==> config.mk <==
export PLATFORM = sky130hd
export DESIGN_NAME = adsd_queue
export DESIGN_NICKNAME = d
export VERILOG_FILES = /design/src/rtl/adsd_pkg.sv /design/src/rtl/adsd_queue.sv
export SDC_FILE = /design/constraint.sdc
export NUM_CORES = 1
export LEC_CHECK = 0
export BUFFER_PORTS_ARGS = -buffer_cell sky130_fd_sc_hd__buf_2
export CAP_MARGIN = 0
export CORE_ASPECT_RATIO = 1.25
export CORE_MARGIN = 3
export CORE_UTILIZATION = 30
export DETAILED_ROUTE_END_ITERATION = 7
export PLACE_DENSITY = 0.62
export SYNTH_ARGS = -nofsm -noshare
export SYNTH_HDL_FRONTEND = slang
export SYNTH_SLANG_ARGS = --single-unit
==> constraint.sdc <==
create_clock -name clk -period 3.3 [get_ports clk]
set_clock_uncertainty 0.2 [all_clocks]
set_input_delay 0.33 -clock clk [delete_from_list [all_inputs] [get_ports clk]]
set_output_delay 0.33 -clock clk [all_outputs]
set_load 0.01 [all_outputs]
==> src/rtl/adsd_pkg.sv <==
`timescale 1ns / 1ps
// ----------------------------------------------------------------------------
// adsd_pkg
// Types, constants and codes for the ADC stream decompressor.
// ----------------------------------------------------------------------------
package adsd_pkg;

  localparam int HIST_DEPTH  = 65536;
  localparam int HIST_AW     = $clog2(HIST_DEPTH);
  localparam int FILL_W      = $clog2(HIST_DEPTH + 1);
  localparam int DIST_W      = 17;
  localparam int CALC_W      = ((FILL_W > DIST_W) ? FILL_W : DIST_W) + 1;
  localparam int LEN_W       = 7;
  localparam int RUN_W       = 8;
  localparam int QUEUE_DEPTH = 2;
  localparam int QUEUE_AW    = $clog2(QUEUE_DEPTH);

  localparam logic [DIST_W-1:0] LONG_MAX_DIST  = DIST_W'(32'h10000);
  localparam logic [DIST_W-1:0] SHORT_MAX_DIST = DIST_W'(32'h400);

  localparam logic [7:0] OP_LITERAL_BIT = 8'h80;
  localparam logic [7:0] OP_LONG_BIT    = 8'h40;
  localparam logic [7:0] LIT_LEN_MASK   = 8'h7F;
  localparam logic [7:0] LONG_LEN_MASK  = 8'h3F;
  localparam logic [7:0] SHORT_LEN_MASK = 8'h3C;

  localparam logic CMD_DATA = 1'b0;
  localparam logic CMD_END  = 1'b1;

  localparam logic [1:0] ST_OK  = 2'd0;
  localparam logic [1:0] ST_END = 2'd1;
  localparam logic [1:0] ST_ERR = 2'd2;

  typedef enum logic [2:0] {
    PH_OPCODE  = 3'd0,
    PH_LONG_HI = 3'd1,
    PH_LONG_LO = 3'd2,
    PH_SHORT   = 3'd3,
    PH_LITERAL = 3'd4
  } phase_t;

  typedef enum logic [1:0] {
    OP_EMPTY = 2'd0,
    OP_LIT   = 2'd1,
    OP_COPY  = 2'd2
  } op_kind_t;

  typedef enum logic [1:0] {
    B_IDLE  = 2'd0,
    B_READ  = 2'd1,
    B_WRITE = 2'd2
  } back_state_t;

  typedef struct packed {
    op_kind_t          kind;
    logic [1:0]        status;
    logic [7:0]        data;
    logic [LEN_W-1:0]  len;
    logic [DIST_W-1:0] distance;
  } op_t;

endpackage

==> src/rtl/adsd_queue.sv <==
`timescale 1ns / 1ps
// ----------------------------------------------------------------------------
// adsd_queue
// Short op queue between the parser and the history engine.
// ----------------------------------------------------------------------------
module adsd_queue (
  input  logic           clk,
  input  logic           rst_n,
  input  logic           push,
  input  adsd_pkg::op_t  push_op,
  output logic           full,
  input  logic           pop,
  output logic           head_valid,
  output adsd_pkg::op_t  head_op
);

  adsd_pkg::op_t                 slot_r [adsd_pkg::QUEUE_DEPTH];
  logic [adsd_pkg::QUEUE_AW-1:0] wr_ptr_r, rd_ptr_r;
  logic [adsd_pkg::QUEUE_AW:0]   count_r, count_nxt;

  assign full       = (count_r == (adsd_pkg::QUEUE_AW+1)'(adsd_pkg::QUEUE_DEPTH));
  assign head_valid = (count_r != '0);
  assign head_op    = slot_r[rd_ptr_r];

  always_comb begin
    count_nxt = count_r;
    if (push && !pop) begin
      count_nxt = count_r + 1'b1;
    end else if (pop && !push) begin
      count_nxt = count_r - 1'b1;
    end
  end

  always_ff @(posedge clk) begin
    if (push) begin
      slot_r[wr_ptr_r] <= push_op;
    end
  end

  always_ff @(posedge clk) begin
    if (!rst_n) begin
      wr_ptr_r <= '0;
      rd_ptr_r <= '0;
      count_r  <= '0;
    end else begin
      if (push) begin
        wr_ptr_r <= (wr_ptr_r == adsd_pkg::QUEUE_AW'(adsd_pkg::QUEUE_DEPTH-1))
                  ? '0 : wr_ptr_r + 1'b1;
      end
      if (pop) begin
        rd_ptr_r <= (rd_ptr_r == adsd_pkg::QUEUE_AW'(adsd_pkg::QUEUE_DEPTH-1))
                  ? '0 : rd_ptr_r + 1'b1;
      end
      count_r <= count_nxt;
    end
  end

endmodule

==> results.py <==
metrics = {
    "placement": {
        "dpl_worst_slack_ps": 1240,
        "dp.cells": 331,
        "port_buffers": 77,
        "place_hpwl_mm": 2.92,
        "place_area_um2": 3350,
        "gp_congestion": 0.598,
    },
    "final_layout": {
        "fin_nets": 296,
        "area.growth.synth_to_final_pct": 40.6,
        "utilization": 0.433,
        "diodes": 0,
        "final-instance-count-excl-fill": 381,
        "drive_gt1_frac": 0.500,
        "fin_area_um2": 3980,
        "n_fill_cell": 858,
    },
    "critical_path": {
        "end_kind": "output pin",
        "rr_worst_depth": 2,
        "crit_path_max_fanout": 36,
        "crit_arrival_ps": 1810,
        "critPathKind": "flop to output pin",
        "cp-start-kind": "flop",
        "cp_data_required_time_ps": 2770,
    },
    "drt": {
        "wl_per_cell_um": 12.6,
        "drc": 0,
        "wl_mm": 4.78,
        "initialDrtViolationCount": 74,
        "vias": 1562,
        "drt.antenna.violating_nets": 0,
        "drtPass1Iterations": 4,
        "viasPerCell": 4.10,
    },
    "sta": {
        "hold_slack_ps": 76.6,
        "fin_crit_ps": 2340,
        "setup_violations": 0,
        "fmax_mhz": 428,
        "finalHoldViolCount": 0,
        "tightest_slew_ps": 891,
        "slew_headroom": 0.406,
        "rsz0062_at_grt": "false",
        "fin_crit_sh": 0.708,
        "fin_ws_ps": 963,
        "setup_tns_ps": 0,
        "drv_slew": 0,
    },
    "global_route": {
        "antenna_found_initial": 0,
        "track_usage": 0.0983,
        "grt_pass1_wl_mm": 7.68,
        "grt_pass1_vias": 1602,
        "grt_max_degree": 37,
        "grt_remaining_overflow": 0,
    },
    "logic_synthesis": {
        "async_flop_share": 0,
        "yosys-top-cells-count": "edfxtp_1 (72), mux2_2 (36), dfxtp_1 (5), and2_1 (4), buf_6 (3)",
        "synth_ff_type": "edfxtp_1",
        "synthDistinctLibCells": 17,
        "syn_nets": 175,
        "synthesis.area_um2": 2830,
        "synth_seq_cells": 77,
        "synth_area_per_cell_um2": 21.1,
        "ys_seq_area_frac": 0.800,
        "synth_warnings": 0,
        "synth_cells": 134,
        "synth_area_leaders": "edfxtp_1 (76%), mux2_2 (14%), dfxtp_1 (3.5%)",
        "yosys.area.top_type": "edfxtp_1",
        "yosysMostFrequentCell": "edfxtp_1",
        "yosysTopAreaCellShare": 0.765,
        "synth-edff-count": 72,
    },
    "clock_tree": {
        "cts_tree": "built",
        "cts_buffer_depth": 2,
        "htree_levels": 3,
        "cts.sinks": 77,
        "cts_root_buf": "clkbuf_16",
        "clkTransAtPathRegs_ps": 50,
        "clock_latency_ps": 320,
        "cts_inserted_buffers": 9,
    },
    "status": {
        "status": "complete, no violations",
    },
    "floorplanning": {
        "dieWidth_um": 92.8,
        "dieArea_um2": 10600,
        "coreArea_um2": 9170,
        "start_util": 0.308,
        "dieHeight_um": 115,
        "rows": 39,
        "io_pins": 78,
    },
    "power": {
        "p_per_area_nw_per_um2": 573,
        "max-vdd-ir-drop_mv": 0.283,
        "p_leak_nw": 1.51,
        "power_mw": 2.28,
    },
    "hold_path": {
        "hold_depth": 2,
        "hold_path.class": "input port to flop",
    },
    "flow_run": {
        "cap_violations": 0,
    },
}
## cell families (layout without fill, tap and decap cells)
logic type               Yosys count  in the layout  synth area share
flip-flops                        77             77             0.800
multiplexers                      36             36             0.143
buffers and inverters              5            129            0.0150
AND/OR/NAND/NOR                    9              9            0.0208
adder cells (fa/ha/maj)            1              1           0.00442
AO/OA/AOI/OAI                      3              3           0.00708
XOR/XNOR                           3              3           0.00929
## cell type report
class	count	area (um^2)	share of cell area
Clock buffer	10	229	0.0576
Clock inverter	4	41.3	0.0104
Inverter	1	3.75	0.000944
Multi-Input combinational cell	52	532	0.134
Sequential cell	77	2260	0.569
Tap cell	123	154	0.0387
Timing Repair Buffer	114	753	0.189
## timing repair
item	CTS	global route
gates resized for setup	0	0
hold buffers	36	0
endpoints found under the hold margin	72	0
buffers inserted	0	0
## metal layers
metal,track usage,part of all wire,vias up
met4,0.0674,0.022,0
met3,0.0335,0.053,9
met5,0,0,-
met1,0.103,0.39,747
li1,-,-,757
met2,0.165,0.53,49
## layout by cell type (no fill, tap or decap)
cell | synthesis | routed
clkinv_1 | 0 | 3
clkbuf_16 | 0 | 9
and2_2 | 0 | 1
a21boi_1 | 1 | 1
buf_2 | 1 | 77
and2b_2 | 1 | 1
xor2_1 | 2 | 2
dfxtp_1 | 5 | 4
o21a_1 | 1 | 1
nor2b_1 | 2 | 1
clkbuf_1 | 0 | 1
dlygate4sd3_1 | 0 | 36
buf_4 | 0 | 1
edfxtp_1 | 72 | 72
xnor2_1 | 1 | 1
nor2b_4 | 0 | 1
inv_1 | 1 | 1
dfxtp_2 | 0 | 1
mux2_2 | 36 | 36
and2_1 | 4 | 3
or2_2 | 1 | 1
o21ai_0 | 1 | 1
ha_1 | 1 | 1
or3_1 | 1 | 1
bufinv_16 | 0 | 1
## report_power, final
part           switching (mW)  total [mW]  internal (mW)
logic                  0.0996       0.236          0.137
registers              0.0305        1.16           1.13
clock network           0.318       0.885          0.568
## worst paths after layout
| path | from | endpoint | slack [ps] |
|---|---|---|---|
| setup / recovery | flop | head_op[20] | 960 |
| hold / removal | rst_n | wr_ptr_r$_SDFFE_PN0P_ | 80 |
| setup reg to reg | wr_ptr_r$_SDFFE_PN0P_ | slot_r[0][22]$_DFFE_PP_ | 1580 |
| hold reg to reg | count_r[1]$_SDFFE_PN0P_ | count_r[1]$_SDFFE_PN0P_ | 290 |
## sequential cells by signal, summed over array words and instances (netlist names), named ones only
name	flops
count_r	2
wr_ptr_r	1
slot_r	72
rd_ptr_r	1
## critical path, cell delays in order (launching register included)
cell and delay (ps):
dfxtp_2 900, mux2_2 430, buf_2 150
(Power assumes the default switching activity.)
