## src/rtl/adsd_pkg.sv

```systemverilog
`timescale 1ns / 1ps
// ----------------------------------------------------------------------------
// adsd_pkg
// Types, constants and codes for the ADC stream decompressor.
// ----------------------------------------------------------------------------
package adsd_pkg;

  localparam int HIST_DEPTH  = 65536;
  localparam int HIST_AW     = $clog2(HIST_DEPTH);
  localparam int FILL_W      = $clog2(HIST_DEPTH + 1);
  localparam int DIST_W      = 17;
  localparam int CALC_W      = ((FILL_W > DIST_W) ? FILL_W : DIST_W) + 1;
  localparam int LEN_W       = 7;
  localparam int RUN_W       = 8;
  localparam int QUEUE_DEPTH = 2;
  localparam int QUEUE_AW    = $clog2(QUEUE_DEPTH);

  localparam logic [DIST_W-1:0] LONG_MAX_DIST  = DIST_W'(32'h10000);
  localparam logic [DIST_W-1:0] SHORT_MAX_DIST = DIST_W'(32'h400);

  localparam logic [7:0] OP_LITERAL_BIT = 8'h80;
  localparam logic [7:0] OP_LONG_BIT    = 8'h40;
  localparam logic [7:0] LIT_LEN_MASK   = 8'h7F;
  localparam logic [7:0] LONG_LEN_MASK  = 8'h3F;
  localparam logic [7:0] SHORT_LEN_MASK = 8'h3C;

  localparam logic CMD_DATA = 1'b0;
  localparam logic CMD_END  = 1'b1;

  localparam logic [1:0] ST_OK  = 2'd0;
  localparam logic [1:0] ST_END = 2'd1;
  localparam logic [1:0] ST_ERR = 2'd2;

  typedef enum logic [2:0] {
    PH_OPCODE  = 3'd0,
    PH_LONG_HI = 3'd1,
    PH_LONG_LO = 3'd2,
    PH_SHORT   = 3'd3,
    PH_LITERAL = 3'd4
  } phase_t;

  typedef enum logic [1:0] {
    OP_EMPTY = 2'd0,
    OP_LIT   = 2'd1,
    OP_COPY  = 2'd2
  } op_kind_t;

  typedef enum logic [1:0] {
    B_IDLE  = 2'd0,
    B_READ  = 2'd1,
    B_WRITE = 2'd2
  } back_state_t;

  typedef struct packed {
    op_kind_t          kind;
    logic [1:0]        status;
    logic [7:0]        data;
    logic [LEN_W-1:0]  len;
    logic [DIST_W-1:0] distance;
  } op_t;

endpackage

```

## src/rtl/adsd_front.sv

```systemverilog
`timescale 1ns / 1ps
// ----------------------------------------------------------------------------
// adsd_front
// Parses compressed words, tracks history fill and issues back-end ops.
// ----------------------------------------------------------------------------
module adsd_front (
  input  logic           clk,
  input  logic           rst_n,
  input  logic           in_valid,
  output logic           in_ready,
  input  logic           in_cmd,
  input  logic [7:0]     in_byte,
  input  logic           q_full,
  output logic           q_push,
  output adsd_pkg::op_t  q_op
);

  adsd_pkg::phase_t                 phase_r, phase_nxt;
  logic [adsd_pkg::RUN_W-1:0]       run_r, run_nxt;
  logic [adsd_pkg::DIST_W-1:0]      dist_r, dist_nxt;
  logic [adsd_pkg::FILL_W-1:0]      fill_r, fill_nxt;
  logic                             err_r, err_nxt;

  logic                             accept;
  logic [adsd_pkg::DIST_W-1:0]      dist_sum;
  logic [adsd_pkg::CALC_W-1:0]      dist_ext;
  logic [adsd_pkg::CALC_W-1:0]      fill_ext;
  logic                             dist_bad;
  logic [adsd_pkg::FILL_W:0]        fill_add;
  logic [adsd_pkg::FILL_W:0]        fill_sum;
  logic [adsd_pkg::RUN_W-1:0]       run_dec;

  assign in_ready = !q_full;
  assign accept   = in_valid && in_ready;
  assign q_push   = accept;

  assign dist_sum = dist_r + adsd_pkg::DIST_W'(in_byte) + adsd_pkg::DIST_W'(1);
  assign dist_ext = adsd_pkg::CALC_W'(dist_sum);
  assign fill_ext = adsd_pkg::CALC_W'(fill_r);
  assign dist_bad = (dist_sum > adsd_pkg::LONG_MAX_DIST)
                 || ((phase_r == adsd_pkg::PH_SHORT) && (dist_sum > adsd_pkg::SHORT_MAX_DIST))
                 || (dist_ext > fill_ext)
                 || (dist_sum == '0);
  assign run_dec  = (run_r != '0) ? run_r - 1'b1 : run_r;

  always_comb begin
    fill_add = '0;
    if (phase_r == adsd_pkg::PH_LITERAL) begin
      fill_add = (adsd_pkg::FILL_W+1)'(1);
    end else begin
      fill_add = (adsd_pkg::FILL_W+1)'(run_r);
    end
    fill_sum = {1'b0, fill_r} + fill_add;
  end

  always_comb begin
    phase_nxt = phase_r;
    run_nxt   = run_r;
    dist_nxt  = dist_r;
    fill_nxt  = fill_r;
    err_nxt   = err_r;
    q_op      = '{kind: adsd_pkg::OP_EMPTY, status: adsd_pkg::ST_OK, data: in_byte,
                  len: run_r[adsd_pkg::LEN_W-1:0], distance: dist_sum};
    if (err_r) begin
      q_op.status = adsd_pkg::ST_ERR;
    end else if (in_cmd == adsd_pkg::CMD_END) begin
      q_op.status = (phase_r == adsd_pkg::PH_OPCODE) ? adsd_pkg::ST_END : adsd_pkg::ST_ERR;
    end else begin
      unique case (phase_r)
        adsd_pkg::PH_LONG_HI: begin
          dist_nxt  = adsd_pkg::DIST_W'({in_byte, 8'h00});
          phase_nxt = adsd_pkg::PH_LONG_LO;
        end
        adsd_pkg::PH_LONG_LO, adsd_pkg::PH_SHORT: begin
          dist_nxt  = dist_sum;
          phase_nxt = adsd_pkg::PH_OPCODE;
          run_nxt   = '0;
          if (dist_bad) begin
            err_nxt     = 1'b1;
            q_op.status = adsd_pkg::ST_ERR;
          end else begin
            q_op.kind = adsd_pkg::OP_COPY;
            fill_nxt  = (fill_sum > (adsd_pkg::FILL_W+1)'(adsd_pkg::HIST_DEPTH))
                      ? adsd_pkg::FILL_W'(adsd_pkg::HIST_DEPTH)
                      : fill_sum[adsd_pkg::FILL_W-1:0];
          end
        end
        adsd_pkg::PH_LITERAL: begin
          q_op.kind = adsd_pkg::OP_LIT;
          fill_nxt  = (fill_sum > (adsd_pkg::FILL_W+1)'(adsd_pkg::HIST_DEPTH))
                    ? adsd_pkg::FILL_W'(adsd_pkg::HIST_DEPTH)
                    : fill_sum[adsd_pkg::FILL_W-1:0];
          run_nxt   = run_dec;
          if (run_dec == '0) begin
            phase_nxt = adsd_pkg::PH_OPCODE;
          end
        end
        default: begin
          // opcode word
          if ((in_byte & adsd_pkg::OP_LITERAL_BIT) != '0) begin
            phase_nxt = adsd_pkg::PH_LITERAL;
            dist_nxt  = '0;
            run_nxt   = (in_byte & adsd_pkg::LIT_LEN_MASK) + 8'd1;
          end else if ((in_byte & adsd_pkg::OP_LONG_BIT) != '0) begin
            phase_nxt = adsd_pkg::PH_LONG_HI;
            dist_nxt  = '0;
            run_nxt   = (in_byte & adsd_pkg::LONG_LEN_MASK) + 8'd4;
          end else begin
            phase_nxt = adsd_pkg::PH_SHORT;
            dist_nxt  = adsd_pkg::DIST_W'({in_byte[1:0], 8'h00});
            run_nxt   = ((in_byte & adsd_pkg::SHORT_LEN_MASK) >> 2) + 8'd3;
          end
        end
      endcase
    end
  end

  always_ff @(posedge clk) begin
    if (!rst_n) begin
      phase_r <= adsd_pkg::PH_OPCODE;
      run_r   <= '0;
      dist_r  <= '0;
      fill_r  <= '0;
      err_r   <= 1'b0;
    end else if (accept) begin
      phase_r <= phase_nxt;
      run_r   <= run_nxt;
      dist_r  <= dist_nxt;
      fill_r  <= fill_nxt;
      err_r   <= err_nxt;
    end
  end

endmodule

```

## config.mk

```make
export PLATFORM = sky130hd
export DESIGN_NAME = adsd_front
export DESIGN_NICKNAME = d
export VERILOG_FILES = /design/src/rtl/adsd_pkg.sv /design/src/rtl/adsd_front.sv
export SDC_FILE = /design/constraint.sdc
export NUM_CORES = 1
export LEC_CHECK = 0
export BUFFER_PORTS_ARGS = -buffer_cell sky130_fd_sc_hd__buf_2
export CORE_MARGIN = 3
export CORE_UTILIZATION = 30
export DETAILED_ROUTE_END_ITERATION = 10
export PLACE_DENSITY_LB_ADDON = 0.1
export SKIP_CTS_REPAIR_TIMING = 1
export SLEW_MARGIN = 25
export SYNTH_ARGS = -nofsm -noshare
export SYNTH_HDL_FRONTEND = slang
export SYNTH_SLANG_ARGS = --single-unit
```

## constraint.sdc

```tcl
create_clock -name clk -period 8.5 [get_ports clk]
set_input_delay 1.275 -clock clk [delete_from_list [all_inputs] [get_ports clk]]
set_output_delay 1.275 -clock clk [all_outputs]
set_load 0.02 [all_outputs]
```

==> key figures <==
Die
  • Chip width: 131 um
  • Initial Utilization: 0.309
  • Chip Height: 131 um
  • Die area: 0.0172 mm2
  • I/O Pins: 51
  • Row Count: 45
  • Core ar.: 0.0153 mm2

Power and ir drop
  • Peak supply drop: 0.0000656 V
  • Sw Ratio: 0.336
  • PD cells: 112 mW/mm2
  • Switch Pwr: 0.194 mW
  • Internal power: 0.383 mW
  • Logic pwr share: 0.243
  • Lkg Pwr: 2.10 nW
  • Clk pwr share: 0.365
  • Reg power frac: 0.392

Route
  • Via count: 4,890
  • Final ANT Viol Nets: 0
  • WL/cell: 18.1 um
  • DR pass1 iterations: 5
  • Max Used Layer: met4
  • Met3 wire length: 753 um
  • Total Wirelength: 15.9 mm
  • Vias per inst: 5.57
  • Met2 routed WL: 7.19 mm
  • Initial DRC count: 371
  • M1 WL: 7.66 mm
  • # DRC: 0

Place
  • Post-DP Area: 0.00501 mm2
  • Pre-CTS setup slack: 1.93 ns
  • Gpl congestion: 0.907
  • Input/output buffers: 50
  • HPWL after detailed placement: 11.9 mm

Worst hold path
  • Min-delay src: fill_r[7]
  • Class of the worst hold path: register to register

GRT
  • Largest net degree at the start of global routing: 27
  • Initial antenna violation count: 0
  • Grt ovf: 0
  • First-pass GRT wire length: 25.3 mm
  • Overall routing resource usage: 0.181
  • Vias in the first global route: 4,657

Worst setup path
  • Worst path cell trace: buf_2, inv_1, ha_1, fa_1, nand2b_1, a21oi_2, o211ai_1, a21oi_2, xor2_1, ha_1, a21o_1, a21o_1, a21oi_1, o21ai_0, a21oi_1, a31oi_1, a211oi_2, buf_4, and2_1, buf_2
  • Crit path max fanout: 14
  • CP top delay family: compound AO/OA/AOI/OAI gates
  • Crit path buf inv count: 4
  • Worst path max stage delay: 0.40 ns
  • Slowest library cell on the worst path: fa_1
  • Worst setup SP type: input pin
  • Setup crit end kind: output port
  • Worst Path Arrival: 5.31 ns
  • Worst r2r src: phase_r[2]
  • Crit. Startpoint: in_byte[0]
  • Worst path required time: 7.22 ns
  • Worst Setup Path Type: input pin to output port

Yosys
  • Synthesized area: 0.00471 mm2
  • Async SR Flop Fraction: 0
  • Cells after Synth: 653
  • Sequential share of the synthesized area: 0.196
  • Mapped Nets: 706
  • Synth unique cells: 72
  • Synthesized flop and latch total: 46
  • Prevailing post-synth register cell: dfxtp_1
  • Yosys warns: 0
  • Post-Syn Area per Cell: 7.21 um2
  • Post-synth EDFFs: 0

STA
  • Final setup TNS: 0 ns
  • Fin. Hold Viols: 0
  • Post-route minimum period: 6.58 ns
  • Worst slew margin: 0.321
  • Actual slew at the worst max-slew pin: 1.01 ns
  • Fin crit share: 0.774
  • Max Slew Vio Count: 0
  • FMAX: 0.152 GHz
  • Clk_skew: 0.00600 ns
  • RSZ-0062 raised after global routing: false
  • Final setup viols: 0
  • Final worst slack: 1.92 ns

Clocking
  • Clk sinks: 46
  • Clk pin slew, worst setup/hold paths: 0.07 ns
  • CTS tree: done
  • Root Driver: clkbuf_16
  • Total CTS buffers: 5
  • H-tree depth: 2
  • Clock Latency Late Sink: 0.30 ns
  • Clock tree buffer depth: 2

Layout
  • Area delta synth->final: 9.46%
  • Commonest non-fill, non-tap cells in the layout: nor2_1, buf_2, inv_1, a21oi_1, dfxtp_1
  • Net count, final: 719
  • # fillers: 1,669
  • Fin area: 0.00515 mm2
  • Commonest non-fill, non-tap cell in the layout: nor2_1
  • Layout cells sized above 1: 0.127
  • Antenna diodes: 0

Status
  • Outcome: completed

Job
  • Max Cap Viol: 0
worst paths after layout:
path | to | slack (ns) | depth (start not counted)
setup reg to reg | fill_r[14] | 3.36 | 15
setup / recovery | q_op[35] | 1.92 | 20
hold reg to reg | fill_r[7] | 0.49 | 2
hold / removal | fill_r[7] | 0.49 | 2
power by group through the flow:
stage                     clock network [mW]  logic (mW)  registers [mW]
after global routing                   0.228       0.156           0.227
after global placement                     0       0.139           0.231
final                                  0.210       0.140           0.226
after CTS                              0.221       0.141           0.226
after floorplan                            0       0.105           0.226
after detailed placement                   0       0.140           0.231
area by class of cell:
| cell class | instances | area [um2] | share of cell area |
|---|---|---|---|
| tap | 211 | 264 | 0.0512 |
| clock inverter | 1 | 5.00 | 0.000971 |
| clock buffer | 7 | 143 | 0.0277 |
| sequential | 46 | 921 | 0.179 |
| timing repair buffer | 55 | 288 | 0.0558 |
| multi-input combinational | 509 | 3350 | 0.650 |
| inverter | 49 | 184 | 0.0357 |
stage by stage:
stage | power [mW] | hold slack [ns] | cells | util
CTS | 0.588 | 0.493 | 878 | 0.338
global route | 0.611 | 0.515 | 878 | 0.338
finish | 0.577 | 0.490 | 878 | 0.338
global placement | 0.370 | 0.484 | 870 | 0.328
detailed placement | 0.371 | 0.483 | 870 | 0.328
floorplan | 0.331 | 0.461 | 653 | -
sequential cells by signal, indices dropped and copies added (netlist names):
name     cells
dist_r      17
err_r        1
run_r        8
fill_r      17
phase_r      3
per-layer routing:
metal	GRT usage	up-vias
li1	-	2425
met1	0.253	2332
met2	0.285	114
met3	0.0360	19
met4	0.0461	0
met5	0	-
worst reg2reg max path: stages, from the launching register on:
cell and delay, ns:
dfxtp_1 0.48, inv_1 0.16, or3_1 0.59, nand2_1 0.17
ha_1 0.21, inv_1 0.07, fa_1 0.40, nor2b_1 0.17
o2111ai_1 0.26, a211oi_2 0.52, nand3_1 0.24, a2111oi_2 0.44
a21oi_2 0.23, nor2_2 0.49, o211ai_2 0.29, o32ai_1 0.32
synthesized netlist by cell type (all sizes together), types with 21 or more instances:
cell,count,share of area
buf,21,0.032
clkbuf,28,0.022
ha,38,0.10
a22oi,21,0.035
o21ai,33,0.036
dfxtp,46,0.20
nor2,71,0.057
inv,48,0.038
nor3,28,0.030
nand2,39,0.031
nand3,32,0.034
a21oi,51,0.057
cell families (layout without fill, tap and decap cells):
group / Yosys count / count (layout) / share of synthesized area
and+or+nand+nor: 238 / 238 / 0.249
xor gates and xnor gates: 20 / 20 / 0.0372
DFF: 46 / 46 / 0.196
buffers and inverters: 98 / 112 / 0.0930
muxes: 3 / 3 / 0.00638
adders and majority gates: 41 / 41 / 0.112
AOI/OAI and AO/OA: 207 / 207 / 0.307
Note: power is estimated with default switching activity, not from simulation.
